### config.mk
export PLATFORM = sky130hd
export DESIGN_NAME = peak_position_tracker_unit
export DESIGN_NICKNAME = d
export VERILOG_FILES = /design/src/hdl/ppt_pkg.sv /design/src/hdl/ppt_frame_scan.sv /design/src/hdl/ppt_track.sv /design/src/hdl/peak_position_tracker_unit.sv
export SDC_FILE = /design/constraint.sdc
export NUM_CORES = 1
export LEC_CHECK = 0
export BUFFER_PORTS_ARGS = -buffer_cell sky130_fd_sc_hd__buf_4
export CAP_MARGIN = 25
export CELL_PAD_IN_SITES_DETAIL_PLACEMENT = 0
export CELL_PAD_IN_SITES_GLOBAL_PLACEMENT = 1
export CORE_ASPECT_RATIO = 0.6
export CORE_MARGIN = 2
export CORE_UTILIZATION = 51
export CTS_CLUSTER_DIAMETER = 120
export DETAILED_ROUTE_END_ITERATION = 8
export PLACE_DENSITY_LB_ADDON = 0.1
export SLEW_MARGIN = 20
export SYNTH_ARGS = -nofsm -noshare
export SYNTH_HDL_FRONTEND = slang
export SYNTH_SLANG_ARGS = --single-unit
export TNS_END_PERCENT = 100
### constraint.sdc
create_clock -name aclk -period 21 [get_ports aclk]
set_input_delay 6.3 -clock aclk [delete_from_list [all_inputs] [get_ports aclk]]
set_output_delay 6.3 -clock aclk [all_outputs]
set_load 0.03 [all_outputs]
### src/hdl/ppt_pkg.sv
// ============================================================================
// ppt_pkg
// Shared types, codes and helpers of the peak position tracker.
// ============================================================================
package ppt_pkg;

    localparam int unsigned MAX_BINS_DEFAULT = 256;

    localparam int unsigned SAMPLE_W = 16;
    localparam int unsigned MAG_W    = 15;
    localparam int unsigned POS_W    = 8;
    localparam int unsigned GAP_W    = 8;
    localparam int unsigned LOST_W   = 8;
    localparam int unsigned CFG_IDX_W  = 2;
    localparam int unsigned CFG_DATA_W = 15;

    localparam logic [MAG_W-1:0]  THRESHOLD_RESET  = MAG_W'(328);
    localparam logic [GAP_W-1:0]  GAP_RESET        = GAP_W'(3);
    localparam logic [LOST_W-1:0] LOST_LIMIT_RESET = LOST_W'(4);

    // Configuration register indexes.
    localparam logic [CFG_IDX_W-1:0] REG_THRESHOLD  = 2'd0;
    localparam logic [CFG_IDX_W-1:0] REG_TRACK_GAP  = 2'd1;
    localparam logic [CFG_IDX_W-1:0] REG_LOST_LIMIT = 2'd2;

    typedef enum logic [1:0] {
        ST_INVALID = 2'd0,
        ST_VALID   = 2'd1,
        ST_LOST    = 2'd2
    } status_t;

    // What the bin scan knows about the current frame, including the
    // sample being processed this cycle.
    typedef struct packed {
        logic [POS_W-1:0]    hit_bin;
        logic [SAMPLE_W-1:0] hit_sample;
        logic [SAMPLE_W-1:0] held_sample;
    } frame_sum_t;

    // Saturating absolute value of a Q1.15 sample.
    function automatic logic [MAG_W-1:0] magnitude_of(input logic [SAMPLE_W-1:0] s);
        logic [SAMPLE_W-1:0] neg;
        neg = (~s) + SAMPLE_W'(1);
        if (!s[SAMPLE_W-1]) begin
            return s[MAG_W-1:0];
        end else if (neg[SAMPLE_W-1]) begin
            return {MAG_W{1'b1}};
        end else begin
            return neg[MAG_W-1:0];
        end
    endfunction

endpackage

### src/hdl/ppt_frame_scan.sv
// ============================================================================
// ppt_frame_scan
// Walks the bins of one frame and keeps the running peak and held sample.
// ============================================================================
module ppt_frame_scan
    import ppt_pkg::*;
#(
    parameter int unsigned MAX_BINS = MAX_BINS_DEFAULT
) (
    input  logic                aclk,
    input  logic                aresetn,
    input  logic                step,
    input  logic                last,
    input  logic [SAMPLE_W-1:0] sample,
    input  logic [MAG_W-1:0]    threshold,
    input  logic [POS_W-1:0]    prev_position,
    output frame_sum_t          frame_sum
);

    localparam int unsigned CNT_W = $clog2(MAX_BINS + 1);

    logic [CNT_W-1:0]    bin_cnt_reg, bin_cnt_next;
    logic [MAG_W-1:0]    best_mag_reg, best_mag_next;
    logic [POS_W-1:0]    best_bin_reg, best_bin_next;
    logic [SAMPLE_W-1:0] best_sample_reg, best_sample_next;
    logic [SAMPLE_W-1:0] held_sample_reg, held_sample_next;

    logic             in_range;
    logic [POS_W-1:0] bin;
    logic [MAG_W-1:0] mag;

    always_comb begin
        in_range         = bin_cnt_reg < CNT_W'(MAX_BINS);
        bin              = POS_W'(bin_cnt_reg);
        mag              = magnitude_of(sample);
        bin_cnt_next     = bin_cnt_reg;
        best_mag_next    = best_mag_reg;
        best_bin_next    = best_bin_reg;
        best_sample_next = best_sample_reg;
        held_sample_next = held_sample_reg;
        if (in_range) begin
            if (bin == prev_position) begin
                held_sample_next = sample;
            end
            if (bin != '0 && mag >= threshold && mag > best_mag_reg) begin
                best_mag_next    = mag;
                best_bin_next    = bin;
                best_sample_next = sample;
            end
            bin_cnt_next = bin_cnt_reg + CNT_W'(1);
        end
    end

    assign frame_sum.hit_bin     = best_bin_next;
    assign frame_sum.hit_sample  = best_sample_next;
    assign frame_sum.held_sample = held_sample_next;

    always_ff @(posedge aclk) begin
        if (!aresetn) begin
            bin_cnt_reg     <= '0;
            best_mag_reg    <= '0;
            best_bin_reg    <= '0;
            best_sample_reg <= '0;
            held_sample_reg <= '0;
        end else if (step) begin
            if (last) begin
                bin_cnt_reg     <= '0;
                best_mag_reg    <= '0;
                best_bin_reg    <= '0;
                best_sample_reg <= '0;
                held_sample_reg <= '0;
            end else begin
                bin_cnt_reg     <= bin_cnt_next;
                best_mag_reg    <= best_mag_next;
                best_bin_reg    <= best_bin_next;
                best_sample_reg <= best_sample_next;
                held_sample_reg <= held_sample_next;
            end
        end
    end

endmodule

### src/hdl/ppt_track.sv
// ============================================================================
// ppt_track
// Continuity rule across frames and the result register.
// ============================================================================
module ppt_track
    import ppt_pkg::*;
(
    input  logic                aclk,
    input  logic                aresetn,
    input  logic                step,
    input  logic                last,
    input  frame_sum_t          frame_sum,
    input  logic [GAP_W-1:0]    track_gap,
    input  logic [LOST_W-1:0]   lost_limit,
    input  logic                res_ready,
    output logic [POS_W-1:0]    prev_position,
    output logic                res_valid,
    output status_t             res_status,
    output logic [POS_W-1:0]    res_position,
    output logic [SAMPLE_W-1:0] res_value
);

    logic [POS_W-1:0]  prev_pos_reg, prev_pos_next;
    logic [LOST_W-1:0] lost_cnt_reg, lost_cnt_next;
    logic              searching_reg, searching_next;

    logic                res_valid_reg;
    status_t             status_reg, status_next;
    logic [POS_W-1:0]    pos_reg, pos_next;
    logic [SAMPLE_W-1:0] value_reg, value_next;

    logic [POS_W-1:0] bin_dist;
    logic             can_hold;

    always_comb begin
        bin_dist = (frame_sum.hit_bin > prev_pos_reg) ? frame_sum.hit_bin - prev_pos_reg
                                                      : prev_pos_reg - frame_sum.hit_bin;
        can_hold       = lost_cnt_reg < lost_limit;
        prev_pos_next  = prev_pos_reg;
        lost_cnt_next  = lost_cnt_reg;
        searching_next = searching_reg;
        status_next    = ST_INVALID;
        pos_next       = '0;
        value_next     = '0;

        if (frame_sum.hit_bin != '0 && (searching_reg || bin_dist <= track_gap)) begin
            // Accepted hit: first after a restart, or close to the last one.
            status_next    = ST_VALID;
            pos_next       = frame_sum.hit_bin;
            value_next     = frame_sum.hit_sample;
            prev_pos_next  = frame_sum.hit_bin;
            lost_cnt_next  = '0;
            searching_next = 1'b0;
        end else if (!searching_reg) begin
            // Far hit or no hit while tracking.
            if (can_hold) begin
                status_next   = ST_LOST;
                pos_next      = prev_pos_reg;
                value_next    = frame_sum.held_sample;
                lost_cnt_next = lost_cnt_reg + LOST_W'(1);
            end else begin
                pos_next       = frame_sum.hit_bin;
                lost_cnt_next  = '0;
                searching_next = 1'b1;
            end
        end
    end

    always_ff @(posedge aclk) begin
        if (!aresetn) begin
            prev_pos_reg  <= '0;
            lost_cnt_reg  <= '0;
            searching_reg <= 1'b1;
            res_valid_reg <= 1'b0;
        end else begin
            if (step && last) begin
                prev_pos_reg  <= prev_pos_next;
                lost_cnt_reg  <= lost_cnt_next;
                searching_reg <= searching_next;
                res_valid_reg <= 1'b1;
            end else if (res_ready) begin
                res_valid_reg <= 1'b0;
            end
        end
    end

    always_ff @(posedge aclk) begin
        if (step && last) begin
            status_reg <= status_next;
            pos_reg    <= pos_next;
            value_reg  <= value_next;
        end
    end

    assign prev_position = prev_pos_reg;
    assign res_valid     = res_valid_reg;
    assign res_status    = status_reg;
    assign res_position  = pos_reg;
    assign res_value     = value_reg;

endmodule

### src/hdl/peak_position_tracker_unit.sv
// ============================================================================
// peak_position_tracker_unit
// Per-frame peak search over range bins with a continuity tracker.
// ============================================================================
// The block takes one range-bin sample per request and sustains one request
// per clock cycle. A request lands in an input register, from which the bin
// scan and, on the frame's last sample, the continuity rule are evaluated in a
// single pass into the result register that drives m_tvalid. The input
// register and the result register decouple the two sides: samples keep
// flowing while a result waits, and only a frame-ending sample stalls if the
// previous result has not yet been taken. The result status travels on
// m_tuser. Configuration writes are accepted in every cycle and must only be
// issued while the block is idle.
module peak_position_tracker_unit
    import ppt_pkg::*;
#(
    parameter int unsigned MAX_BINS = MAX_BINS_DEFAULT
) (
    input  logic                  aclk,
    input  logic                  aresetn,
    // Configuration write channel.
    input  logic                  cfg_valid,
    output logic                  cfg_ready,
    input  logic [CFG_IDX_W-1:0]  cfg_addr,
    input  logic [CFG_DATA_W-1:0] cfg_data,
    // Sample stream.
    input  logic                  s_tvalid,
    output logic                  s_tready,
    input  logic [15:0]           s_tdata,   // [15:0] sample
    input  logic                  s_tlast,   // last_in_frame
    // Result stream.
    output logic                  m_tvalid,
    input  logic                  m_tready,
    output logic [23:0]           m_tdata,   // [7:0] position, [23:8] breath_value
    output logic [1:0]            m_tuser    // [1:0] status
);

    // Configuration registers.
    logic [MAG_W-1:0]  threshold_reg;
    logic [GAP_W-1:0]  track_gap_reg;
    logic [LOST_W-1:0] lost_limit_reg;

    assign cfg_ready = 1'b1;

    always_ff @(posedge aclk) begin
        if (!aresetn) begin
            threshold_reg  <= THRESHOLD_RESET;
            track_gap_reg  <= GAP_RESET;
            lost_limit_reg <= LOST_LIMIT_RESET;
        end else if (cfg_valid) begin
            unique case (cfg_addr)
                REG_THRESHOLD:  threshold_reg  <= cfg_data[MAG_W-1:0];
                REG_TRACK_GAP:  track_gap_reg  <= cfg_data[GAP_W-1:0];
                REG_LOST_LIMIT: lost_limit_reg <= cfg_data[LOST_W-1:0];
                default: ;
            endcase
        end
    end

    // Input register. The held sample is processed whenever its result, if
    // any, has somewhere to go.
    logic                in_valid_reg;
    logic [SAMPLE_W-1:0] in_sample_reg;
    logic                in_last_reg;
    logic                step;
    logic                res_valid;

    assign step     = in_valid_reg && (!in_last_reg || !res_valid || m_tready);
    assign s_tready = !in_valid_reg || step;

    always_ff @(posedge aclk) begin
        if (!aresetn) begin
            in_valid_reg <= 1'b0;
        end else if (s_tready) begin
            in_valid_reg <= s_tvalid;
        end
    end

    always_ff @(posedge aclk) begin
        if (s_tready && s_tvalid) begin
            in_sample_reg <= s_tdata[SAMPLE_W-1:0];
            in_last_reg   <= s_tlast;
        end
    end

    // Bin scan within the frame.
    frame_sum_t       frame_sum;
    logic [POS_W-1:0] prev_position;

    ppt_frame_scan #(
        .MAX_BINS(MAX_BINS)
    ) u_scan (
        .aclk          (aclk),
        .aresetn       (aresetn),
        .step          (step),
        .last          (in_last_reg),
        .sample        (in_sample_reg),
        .threshold     (threshold_reg),
        .prev_position (prev_position),
        .frame_sum     (frame_sum)
    );

    // Continuity rule and result register.
    status_t             res_status;
    logic [POS_W-1:0]    res_position;
    logic [SAMPLE_W-1:0] res_value;

    ppt_track u_track (
        .aclk          (aclk),
        .aresetn       (aresetn),
        .step          (step),
        .last          (in_last_reg),
        .frame_sum     (frame_sum),
        .track_gap     (track_gap_reg),
        .lost_limit    (lost_limit_reg),
        .res_ready     (m_tready),
        .prev_position (prev_position),
        .res_valid     (res_valid),
        .res_status    (res_status),
        .res_position  (res_position),
        .res_value     (res_value)
    );

    assign m_tvalid = res_valid;
    assign m_tdata  = {res_value, res_position};
    assign m_tuser  = res_status;

endmodule

==> Yosys cells after proc, flatten, opt, wreduce, memory -nomap -nowiden <==
Cells that the tools add are included.
Widths: inputs -> output; s select.
{ "totals": {"reg_bits": 157} }
{ "classes": {"n_addsub": 5, "order_cmp": 6, "eq_ne": 4, "n_mux": 33, "bitwise": 1, "reduce_logical": 27} }
{ "op_table": {"columns": ["operator", "n"], "rows": [
  ["$mux 16", 9],
  ["$mux 8", 10],
  ["$mux 15", 5],
  ["$mux 9", 2],
  ["$add 16x1->16 const B", 1],
  ["$not 16->16", 1],
  ["$reduce_bool 8->1", 2],
  ["$sub 8x8->8", 2],
  ["$ge 15x15->1", 1],
  ["$gt 15x15->1", 1],
  ["$reduce_and 2->1", 6],
  ["$add 9x1->9 const B", 1],
  ["$lt 9x9->1 const B", 1],
  ["$add 8x1->8 const B", 1],
  ["$eq 8x8->1", 1],
  ["$gt 8x8->1", 1],
  ["$le 8x8->1", 1],
  ["$lt 8x8->1", 1],
  ["$logic_and 1x1->1", 6],
  ["$mux 1", 6],
  ["$reduce_bool 2->1", 3],
  ["$logic_or 1x1->1", 4],
  ["$logic_not 1->1", 3],
  ["$reduce_and 3->1", 1],
  ["other kinds (6)", 6]
]} }

==> Logic depth before layout (Yosys ltp) <==
Gate-level depths: netlist of run 1.
{ "depth": {"ltp_word": 16, "mapped_depth": 39} }

==> Hierarchy <==
A second synthesis of run 1 with hierarchy kept.
{ "unflattened": {"cells_unflattened": 1061, "area_unflattened_um2": 9943.3} }
{ "by_module_without_submodules": {"columns": ["module", "instances", "cells_each", "area_per_inst_um2"], "rows": [
  ["ppt_frame_scan", 1, 611, 5074.9],
  ["ppt_track", 1, 297, 3032.9],
  ["peak_position_tracker_unit", 1, 153, 1835.5]
]} }

==> Worst setup path after synthesis of run 1 <==
Ideal clock, no wire load.
{ "synth_timing": {"path_type": "in2out", "startpoint": "input port m_tready", "endpoint": "output port s_tready", "arrival_ns": 6.789, "slack_ns": 7.911, "path_stages": 2, "path_buffers": 0, "cell_sequence": "nor2b_1 -> nand3_1"} }
{ "synth_via": {"elab_chain_len": 3} }
{ "synth_rtl": {"columns": ["element", "line", "text"], "rows": [
  ["from (decl)", "peak_position_tracker_unit.sv:33", "input logic m_tready,"],
  ["$logic_or 1x1->1", "peak_position_tracker_unit.sv:68", "assign step = in_valid_reg && (!in_last_reg || !res_valid || m_tready);"],
  ["$logic_and 1x1->1", "peak_position_tracker_unit.sv:68", null],
  ["$logic_or 1x1->1", "peak_position_tracker_unit.sv:69", "assign s_tready = !in_valid_reg || step;"],
  ["to (decl)", "peak_position_tracker_unit.sv:28", "output logic s_tready,"]
]} }
Every way passes these cells.

==> Worst setup path after layout of run 1 <==
Ends and elaborated chain as after synthesis.

==> impl_metrics.toml, run 1 <==
[drt]
ant_nets = 0
num_vias = 6881
routed_via_density = 5.59
drt_wl_total_mm = 21.1
wl_per_cell_um = 17.1
drc_errors = 0
dr.pass1.iters = 5
drt_iter0_drc = 548

[clock_tree]
cts_setup_buffers = 0
clk_latency_ns = 0.43
h-tree-depth = 4
hold_buffers = 0
cts.sinks = 157
clock_path_buffers = 2
clk_pin_slew_ns = 0.06
cts_buffers = 17
cts-root-buf = "clkbuf_16"
cts_tree = "yes"
cts_resized = 0

[sta]
setup_viol = 0
max_freq_mhz = 75.2
finalHoldViolations = 0
fin_crit_sh = 0.633
setup_tns_ns = 0
rsz0062_at_grt = "no"
slew_headroom = 0.384
worst_pin_slew_ns = 0.923
drv_slew = 0
clock-skew-final_ns = 0.0137
finalWorstSetupSlack_ns = 7.71
min_period_ns = 13.29

[power_and_ir_drop]
switchingPower_mw = 0.196
p_seq_frac = 0.445
switching_share = 0.266
irDropWorstVdd_uv = 49.9
power_density_nw_per_um2 = 72.6
p_int_mw = 0.540
leakage_nw = 4.00
combPwrFrac = 0.119
power_frac_clock = 0.436

[synth]
post-synth-top-area-cell = "dfxtp_1"
async_reset_ff_frac = 0
synthFlopType = "dfxtp_1"
ys_ff_latch = 157
synth_top_area_share = 0.258
yosys_warnings = 0
synth_cell_types = 70
syn_inst = 949
synth_edf_count = 43
yosysSeqAreaShare = 0.404
synthTopCellsByArea = "dfxtp_1, edfxtp_1, ha_1"
syn_area_um2 = 8850
syn_nets = 1054
syn_avg_cell_area_um2 = 9.33

[placed_design]
portBuffers = 66
place_area_um2 = 9460
dp_hpwl_mm = 14.5
dp_slack_ns = 7.72
place_congestion = 0.804
dp.cells = 1195

[worst_hold_path]
hold_class = "register to register"

[global_routing]
track_usage = 0.235
overflow = 0
grt_pass1_vias = 6361
antenna_found_initial = 0
grt_max_degree = 115
grt_pass1_wl_mm = 34.0

[worst_setup_path]
endpoint_kind = "output port"
path_common_cell = "buf_4"
critPathRequiredTime_ns = 14.70
critPathMaxStageDelay_ns = 0.24
worst-setup-path-type = "input pin to output port"
critPathArrivalTime_ns = 6.99
critPathLaunchType = "input pin"
path_max_fanout = 4
cp_cell_sequence = "buf_4 -> nor2b_1 -> nand3_1 -> buf_4"
critPathSlowestCell = "nor2b_1"

[final_layout]
layout_common_cells = "dfxtp_1, inv_1, buf_4"
fin_nets = 1088
diodes = 0
stdcell_count = 1230
drive_gt1_frac = 0.135
fin_area_um2 = 10100
area_growth_pct = 14.4
final_common_cell = "dfxtp_1"

[floorplanning]
dieHeight_um = 106
rows = 37
fp.dieArea_um2 = 18500
boundaryPins = 68
die_x_um = 174
core_um2 = 17100
start_util = 0.518

[flow_run]
drv_cap = 0

[run_status]
outcome = "completed"
cell families (layout without fill, tap and decap cells):
group,after synthesis,count (layout),synth area share
AND/OR/NAND/NOR,270,270,0.167
buffers and inverters,139,186,0.0629
other,1,1,0.000424
AO/OA/AOI/OAI,240,240,0.187
multiplexers,57,57,0.0656
flip-flops,157,157,0.404
XOR/XNOR,19,19,0.0188
adder cells (fa/ha/maj),66,66,0.0950
final cells by class:
type | count | area [um2]
clock buffers | 19 | 454
clock inverters | 13 | 153
inverters | 77 | 289
well taps | 234 | 293
flip-flops and latches | 157 | 3570
multi-input cells | 653 | 4760
repair buffers | 77 | 614
fillers | 1510 | 6950
synthesized netlist by cell type, types with 9 or more instances:
master,n
clkbuf_1,49
nor2_1,27
inv_1,77
nand2_1,71
a22oi_1,46
o21ai_1,10
mux2i_1,53
and2_1,13
o21ai_0,36
o22ai_1,26
a21boi_0,16
nand4_1,10
dfxtp_1,114
ha_1,64
nand3_1,18
a21oi_1,32
nor4_1,11
a21o_1,11
edfxtp_1,43
nor2b_1,69
o211a_1,9
xor2_1,11
final timing paths:
check	to	depth (start not counted)	from	slack, ns
worst min register to register	threshold_reg[12]	2	threshold_reg[12]	0.46
worst max register to register	u_track.res_value[13]	34	in_sample_reg[7]	10.98
worst min-delay path	threshold_reg[12]	2	threshold_reg[12]	0.46
worst max-delay path	s_tready	4	m_tready	7.71
power groups by stage:
| stage | Clock, mW | Sequential, mW | Combinational (mW) |
|---|---|---|---|
| final | 0.321 | 0.328 | 0.0876 |
| after detailed placement | 0 | 0.334 | 0.0860 |
| after global routing | 0.338 | 0.328 | 0.0970 |
| after global placement | 0 | 0.334 | 0.0849 |
| after floorplan | 0 | 0.330 | 0.0631 |
| after CTS | 0.325 | 0.327 | 0.0865 |
through the flow:
step / power [mW] / utilization / hold WS, ns
after global routing: 0.763 / 0.593 / 0.476
after floorplan: 0.393 / - / 0.443
final: 0.736 / 0.593 / 0.462
after detailed placement: 0.420 / 0.554 / 0.461
after CTS: 0.739 / 0.590 / 0.469
after global placement: 0.419 / 0.553 / 0.458
worst max-delay path: cells and delay by family:
kind                   cells  cell delay (ns)
buffers and inverters      2             0.31
and+or+nand+nor            2             0.38
metal layers:
layer | GRT usage | vias to the layer above | share of wire | routed length (um)
met3 | 0.0461 | 20 | 0.044 | 920
met1 | 0.364 | 3245 | 0.55 | 11600
li1 | - | 3454 | - | -
met2 | 0.335 | 162 | 0.40 | 8450
met4 | 0.0516 | 0 | 0.0068 | 143
met5 | 0 | - | 0 | 0
Power figures use the tool's default switching activity.
==> run 2: changes to the inputs <==
--- a/config.mk
+++ b/config.mk
@@ -11,7 +11,7 @@
 export CELL_PAD_IN_SITES_GLOBAL_PLACEMENT = 1
 export CORE_ASPECT_RATIO = 0.6
 export CORE_MARGIN = 2
-export CORE_UTILIZATION = 51
+export CORE_UTILIZATION = 47
 export CTS_CLUSTER_DIAMETER = 120
 export DETAILED_ROUTE_END_ITERATION = 8
 export PLACE_DENSITY_LB_ADDON = 0.1
==> constraint.sdc (replaced) <==
create_clock -name aclk -period 13.65 [get_ports aclk]
set_input_delay 4.095 -clock aclk [delete_from_list [all_inputs] [get_ports aclk]]
set_output_delay 4.095 -clock aclk [all_outputs]
set_load 0.03 [all_outputs]
==> run 2 against run 1 <==
Register-to-register slack got worse by 6.8 ns; via count rose by 0.64%; die area rose by 8.2%; sequential share of layout area barely moved; power rose by 52%; first-iteration DRC count rose by 3.3%; clock skew fell by 0.0033 ns; global-route usage fell by 0.27 points; clock-buffer cell count fell by 2.
==> impl_metrics.toml, run 2 (synthesis results as in run 1) <==
[clock_tree]
cts-root-buf = "clkbuf_16"
cts.sinks = 157
clk_latency_ns = 0.44
h-tree-depth = 4
hold_buffers = 0
clk_pin_slew_ns = 0.07
cts_tree = "yes"
cts_resized = 0
cts_setup_buffers = 0
cts_buffers = 17
clock_path_buffers = 2

[floorplanning]
fp.dieArea_um2 = 20000
core_um2 = 18300
dieHeight_um = 110
rows = 38
die_x_um = 181
boundaryPins = 68
start_util = 0.485

[worst_setup_path]
critPathSlowestCell = "o31ai_1"
critPathArrivalTime_ns = 9.73
critPathMaxStageDelay_ns = 0.67
path_max_fanout = 19
endpoint_kind = "register"
critPathRequiredTime_ns = 13.91
critPathLaunchType = "register"
worst-setup-path-type = "register to register"

[placed_design]
dp_hpwl_mm = 15.8
place_area_um2 = 9490
portBuffers = 66
dp.cells = 1201
place_congestion = 0.869

[drt]
drt_iter0_drc = 566
drc_errors = 0
dr.pass1.iters = 5
drt_wl_total_mm = 22.5
ant_nets = 0
wl_per_cell_um = 18.2
routed_via_density = 5.60
num_vias = 6925

[power_and_ir_drop]
power_density_nw_per_um2 = 110
combPwrFrac = 0.125
switching_share = 0.281
leakage_nw = 4.01
p_int_mw = 0.804
switchingPower_mw = 0.315
p_seq_frac = 0.449
power_frac_clock = 0.426
irDropWorstVdd_uv = 88.7

[sta]
worst_pin_slew_ns = 0.781
fin_crit_sh = 0.694
rsz0062_at_grt = "no"
finalHoldViolations = 0
drv_slew = 0
slew_headroom = 0.475
max_freq_mhz = 106
setup_tns_ns = 0
clock-skew-final_ns = 0.0105
setup_viol = 0
min_period_ns = 9.47
whs_ns = 0.463

[global_routing]
grt_pass1_vias = 6269
overflow = 0
antenna_found_initial = 0
track_usage = 0.233
grt_pass1_wl_mm = 35.5
grt_max_degree = 115

[run_status]
outcome = "completed"

[final_layout]
layout_common_cells = "dfxtp_1, inv_1, buf_4"
fin_area_um2 = 10100
diodes = 0
drive_gt1_frac = 0.138
fill_cells = 1683
area_growth_pct = 14.5
stdcell_count = 1237
final_common_cell = "dfxtp_1"
fin_nets = 1089

[flow_run]
drv_cap = 0

[worst_hold_path]
hold_class = "register to register"
## run 2: path summary, 6_finish.rpt
path	from	to	slack [ns]	cells after the start
setup / recovery	in_sample_reg[3]	u_track.res_value[9]	4.18	31
hold / removal	threshold_reg[14]	threshold_reg[14]	0.46	2
setup reg to reg	in_sample_reg[3]	u_track.res_value[9]	4.18	31
hold reg to reg	threshold_reg[14]	threshold_reg[14]	0.46	2
## run 2: metrics by stage
stage	setup WS, ns	power [mW]	util
6_report	4.18	1.12	0.555
5_1_grt	3.36	1.16	0.555
4_1_cts	3.88	1.12	0.552
3_5_place_dp	3.93	0.650	0.520
3_3_place_gp	4.21	0.649	0.518
2_1_floorplan	4.97	0.605	-
## run 2: critical path, delay by kind of cell, from the launching register on
family | cells | cell delay [ns]
AOI/OAI and AO/OA | 16 | 4.18
xor gates and xnor gates | 1 | 0.11
adders and majority gates | 3 | 1.01
buffers and inverters | 2 | 0.32
DFF | 1 | 0.51
muxes | 2 | 0.88
and+or+nand+nor | 7 | 2.26
## run 2: layout make-up
type | count | area [um2] | area share
multi-input cells | 653 | 4760 | 0.469
flip-flops and latches | 157 | 3570 | 0.353
repair buffers | 78 | 642 | 0.0633
clock buffers | 17 | 425 | 0.0420
well taps | 240 | 300 | 0.0296
inverters | 77 | 289 | 0.0285
clock inverters | 15 | 150 | 0.0148
## run 2: routing by layer
layer / vias to the layer above / global-route usage / share of wire
met5: - / 0 / 0
met4: 0 / 0.0569 / 0.0099
met3: 17 / 0.0476 / 0.053
met2: 195 / 0.307 / 0.38
met1: 3264 / 0.374 / 0.56
li1: 3449 / - / -
## run 2: power groups by stage
stage,Clock [mW],Sequential (mW),Combinational [mW]
final,0.477,0.503,0.140
after global routing,0.501,0.504,0.154
after CTS,0.482,0.503,0.137
after detailed placement,0,0.513,0.137
after global placement,0,0.513,0.136
after floorplan,0,0.508,0.0971
